**src/rtl/rps_pkg.sv**
```systemverilog
// Shared constants and types for the random permutation shuffle unit.
// No dependencies; imported by every module of the block.
package rps_pkg;

    localparam int MAX_LENGTH_DEF = 1024;   // default table depth
    localparam int LEN_W          = 11;     // perm_length register width
    localparam int LEN_RESET      = 1024;   // perm_length after reset
    localparam int WORD_W         = 32;     // random word width
    localparam int POS_W          = 10;     // position / perm_value width
    localparam int OUT_DATA_W     = ((2 * POS_W + 7) / 8) * 8;
    localparam int DIV_BITS       = 2;      // quotient bits per divider cycle
    localparam int DIV_STEPS      = WORD_W / DIV_BITS;
    localparam int TAG_W          = 8;      // run tag width in the table

    typedef enum logic [2:0] {
        S_IDLE,
        S_DIV,
        S_RD_I,
        S_RD_J,
        S_WR_J,
        S_WR_I
    } t_state;

endpackage

```
**src/rtl/rps_divider.sv**
```systemverilog
// Iterative remainder unit: 32-bit word modulo an 11-bit span, two bits a cycle.
// Depends on rps_pkg.
module rps_divider (
    input  logic                      i_clk,
    input  logic                      i_rst_n,
    input  logic                      i_start,
    input  logic [rps_pkg::WORD_W-1:0] i_dividend,
    input  logic [rps_pkg::LEN_W-1:0]  i_divisor,
    output logic                      o_done,
    output logic [rps_pkg::LEN_W-1:0]  o_rem
);
    import rps_pkg::*;

    localparam int CNT_W = $clog2(DIV_STEPS);

    logic              r_busy;
    logic              r_done;
    logic [CNT_W-1:0]  r_cnt;
    logic [WORD_W-1:0] r_q;
    logic [LEN_W-1:0]  r_rem;
    logic [LEN_W-1:0]  r_div;
    logic [LEN_W-1:0]  n_rem;
    logic [LEN_W-1:0]  part;
    logic [LEN_W:0]    trial;

    // restoring steps, MSB first
    always_comb begin
        part  = r_rem;
        trial = '0;
        for (int k = 0; k < DIV_BITS; k++) begin
            trial = {part, r_q[WORD_W-1-k]};
            if (trial >= {1'b0, r_div}) begin
                trial = trial - {1'b0, r_div};
            end
            part = trial[LEN_W-1:0];
        end
        n_rem = part;
    end

    always_ff @(posedge i_clk) begin
        if (!i_rst_n) begin
            r_busy <= 1'b0;
            r_done <= 1'b0;
            r_cnt  <= '0;
        end else begin
            r_done <= 1'b0;
            if (i_start) begin
                r_busy <= 1'b1;
                r_cnt  <= '0;
            end else if (r_busy) begin
                r_cnt <= r_cnt + CNT_W'(1);
                if (r_cnt == CNT_W'(DIV_STEPS - 1)) begin
                    r_busy <= 1'b0;
                    r_done <= 1'b1;
                end
            end
        end
    end

    always_ff @(posedge i_clk) begin
        if (i_start) begin
            r_q   <= i_dividend;
            r_rem <= '0;
            r_div <= i_divisor;
        end else if (r_busy) begin
            r_q   <= r_q << DIV_BITS;
            r_rem <= n_rem;
        end
    end

    assign o_done = r_done;
    assign o_rem  = r_rem;

endmodule

```
**config.mk**
```make
export PLATFORM = sky130hd
export DESIGN_NAME = rps_divider
export DESIGN_NICKNAME = d
export VERILOG_FILES = /design/src/rtl/rps_pkg.sv /design/src/rtl/rps_divider.sv
export SDC_FILE = /design/constraint.sdc
export NUM_CORES = 1
export LEC_CHECK = 0
export BUFFER_PORTS_ARGS = -buffer_cell sky130_fd_sc_hd__clkbuf_2
export CORE_ASPECT_RATIO = 0.7
export CORE_UTILIZATION = 30
export DETAILED_ROUTE_END_ITERATION = 8
export PLACE_DENSITY = 0.47
export SETUP_SLACK_MARGIN = 0.02
export SYNTH_ARGS = -nofsm -noshare
export SYNTH_HDL_FRONTEND = slang
export SYNTH_SLANG_ARGS = --single-unit
```
**constraint.sdc**
```tcl
create_clock -name i_clk -period 4.15 [get_ports i_clk]
set_input_delay 0.83 -clock i_clk [delete_from_list [all_inputs] [get_ports i_clk]]
set_output_delay 0.83 -clock i_clk [all_outputs]
set_load 0.05 [all_outputs]
```
==> out/metrics.csv <==
metric,value,unit
hold_viol,0,
syn_inst,325,
routed_wl,9.13,mm
critical_path_class,flop to flop,
slew_headroom,0.354,
drc,0,
min_from,r_cnt[2],
syn_nets,396,
irDropWorstVdd,0.252,mV
synthSimpleGateAreaFrac,0.129,
cts_tree,done,
grt_first_pass_wirelength,14.1,mm
vias,2719,
drive_gt1_frac,0.348,
post-route-period-util,0.952,
p_per_area,690,nW/um^2
final_common_cell,clkbuf_2,
dp_slack,-0.0587,ns
final-setup-viol-count,0,
io_buffers,57,
viasPerCell,4.87,
dpl_cell_area,4100,um^2
synth_top_family_by_area,compound AO/OA/AOI/OAI gates,
htreeDepth,3,
critPathMaxStageDelay,0.40,ns
cp_cell_sequence,ha_1 > fa_1 > nand2b_1 > a21o_1 > a211o_2 > nand2_4 > mux2i_4 > ha_1 > nor2b_1 > o21ai_1 > a21oi_2 > o21ai_2 > a21o_1 > a211oi_1 > a311o_1,
syn_area,3580,um^2
synthAdderAreaFrac,0.0916,
wl_per_cell,16.4,um
synth.top_cell.area_share,0.361,
r2r_end,o_rem[5],
synth.mux.area_fraction,0.106,
holdPathEnd,o_done,
grt_pass1_vias,2612,
final_cell_mix,"57 x clkbuf_2, 43 x edfxtp_1, 32 x mux2_2",
maxSlewViolCount,0,
worstSkewPairLatency,0.33,ns
grt_max_degree,35,
dp.cells,539,
setup_slack,0.198,ns
total_power,0.00308,W
path_clk_slew,0.05,ns
n_antenna_cell,0,
synth_compound_area_frac,0.146,
seq_area,1630,um^2
layout.cells.non_filler,558,
skew,0.00843,ns
drt_iter0_markers,268,
yosys-top-cells-area,"edfxtp_1 36%, mux2_2 10%, dfxtp_1 9.5%",
start_kind,flop,
dr.pass1.iters,4,
cp.arrival,4.17,ns
synth_edf_count,43,
final_cell_area,4470,um^2
clock_sinks,60,
leakage,1.83,nW
holdPathStages,2,
hpwl,7.06,mm
root_buffer,clkbuf_16,
postRouteAntennaNets,0,
start_util,0.317,
crit_fanout,7,
area_delta_synth_final,25.0,%
gp_congestion,0.848,
cp.required,4.36,ns
rr_worst_depth,15,
crit_slowest_cell,edfxtp_1,
clock_path_buffers,2,
synth_ff_type,edfxtp_1,
rrSetupSlack,0.20,ns
ys_types,55,
rr_startpoint,r_div[0],
syn_area_per_cell,11.0,um^2
nets,471,
track_usage,0.154,
ys_async_sr_fraction,0,
dieWidth,133,um
fmax,253,MHz
ys_ff_latch,60,
ys_warn_count,0,
synth-seq-area-share,0.456,
antenna_found_initial,0,
multi_input_comb_area,1870,um^2
pin_count,58,
cp-end-kind,flop,
hold_path.class,flop to flop,
cts-buffers-inserted,9,
n_fill_cell,1139,
grt_overflow,0,
synth_top_area_cell,edfxtp_1,
die_h,93.4,um
tns,0,ns
maxCapViolCount,0,
rows,32,
synth-xor-area-share,0.0343,
status,completed,
max_slew.worst_pin.slew,0.966,ns
core,11300,um^2
post-route-min-period,3.95,ns
dieArea,12400,um^2
[stage by stage]
stage / util / hold slack [ns]
after floorplan: - / 0.457
after global placement: 0.363 / 0.479
after detailed placement: 0.363 / 0.478
after CTS: 0.390 / 0.487
after global routing: 0.396 / 0.521
final: 0.396 / 0.484
[layout make-up]
class | count | share of cell area
timing repair buffer | 73 | 0.0907
clock inverter | 1 | 0.00112
tap | 153 | 0.0428
clock buffer | 15 | 0.0647
sequential | 60 | 0.365
multi-input combinational | 235 | 0.418
inverter | 21 | 0.0176
[where the power goes]
group / leakage (nW) / internal [W] / total [W] / switching, W
Clock: 0.145 / 0.000472 / 0.000718 / 0.000247
Combinational: 1.12 / 0.000625 / 0.00156 / 0.000939
Sequential: 0.569 / 0.000734 / 0.000803 / 0.0000686
[per-layer routing]
| layer | GRT usage | vias up | part of all wire |
|---|---|---|---|
| met5 | 0 | - | 0 |
| met4 | 0.0603 | 0 | 0.0089 |
| met3 | 0.0520 | 6 | 0.072 |
| met2 | 0.195 | 82 | 0.40 |
| met1 | 0.231 | 1255 | 0.51 |
| li1 | - | 1376 | - |
[how the worst max path moves through the flow]
stage / from / end / slack [ns] / cells after the start
detailed placement: r_div[0] / o_rem[5] / -0.06 / 15
CTS: r_div[0] / o_rem[5] / 0.06 / 15
finish: r_div[0] / o_rem[5] / 0.20 / 15
global route: r_div[0] / o_rem[6] / -0.03 / 17
floorplan: o_rem[0] / o_rem[5] / 0.18 / 17
global placement: r_div[0] / o_rem[5] / 0.11 / 15
[synthesized netlist by cell type (4+ instances only)]
| library cell | number |
|---|---|
| a21o_1 | 7 |
| a21oi_1 | 14 |
| and2_1 | 4 |
| clkbuf_1 | 6 |
| dfxtp_1 | 17 |
| edfxtp_1 | 43 |
| ha_1 | 23 |
| inv_1 | 21 |
| mux2_2 | 32 |
| nand2_1 | 21 |
| nand2b_1 | 4 |
| nand3_1 | 5 |
| nand4_1 | 12 |
| nor2_1 | 15 |
| nor2b_1 | 5 |
| nor3_1 | 7 |
| o211ai_1 | 4 |
| o21a_1 | 5 |
| o21ai_0 | 18 |
| xnor2_1 | 5 |
| xor2_1 | 9 |
[repair_timing]
action                     4_1_cts  5_1_grt
hold buffers                     0        0
setup buffers                    0        3
cloned                           0        0
pin swaps                        0        1
setup endpoints to repair        9       11
gates resized for setup          2       12
[worst max-delay path, delay by kind of cell, from the launching register on]
| kind | cells | cell delay, ns |
|---|---|---|
| compound gates | 8 | 1.79 |
| fa+ha+maj | 3 | 0.90 |
| flops | 1 | 0.40 |
| mux | 1 | 0.28 |
| simple gates | 3 | 0.46 |
[sequential cells by signal, summed over array words and instances (netlist names)]
name	count
o_done	1
r_q	32
o_rem	11
r_busy	1
r_cnt	4
r_div	11
[kinds of logic after synthesis]
group                      Yosys count
buffers and inverters               30
AOI/OAI and AO/OA                   75
and+or+nand+nor                     87
adders and majority gates           25
xor gates and xnor gates            14
DFF                                 60
muxes                               34
Note: power is estimated with default switching activity, not from simulation.
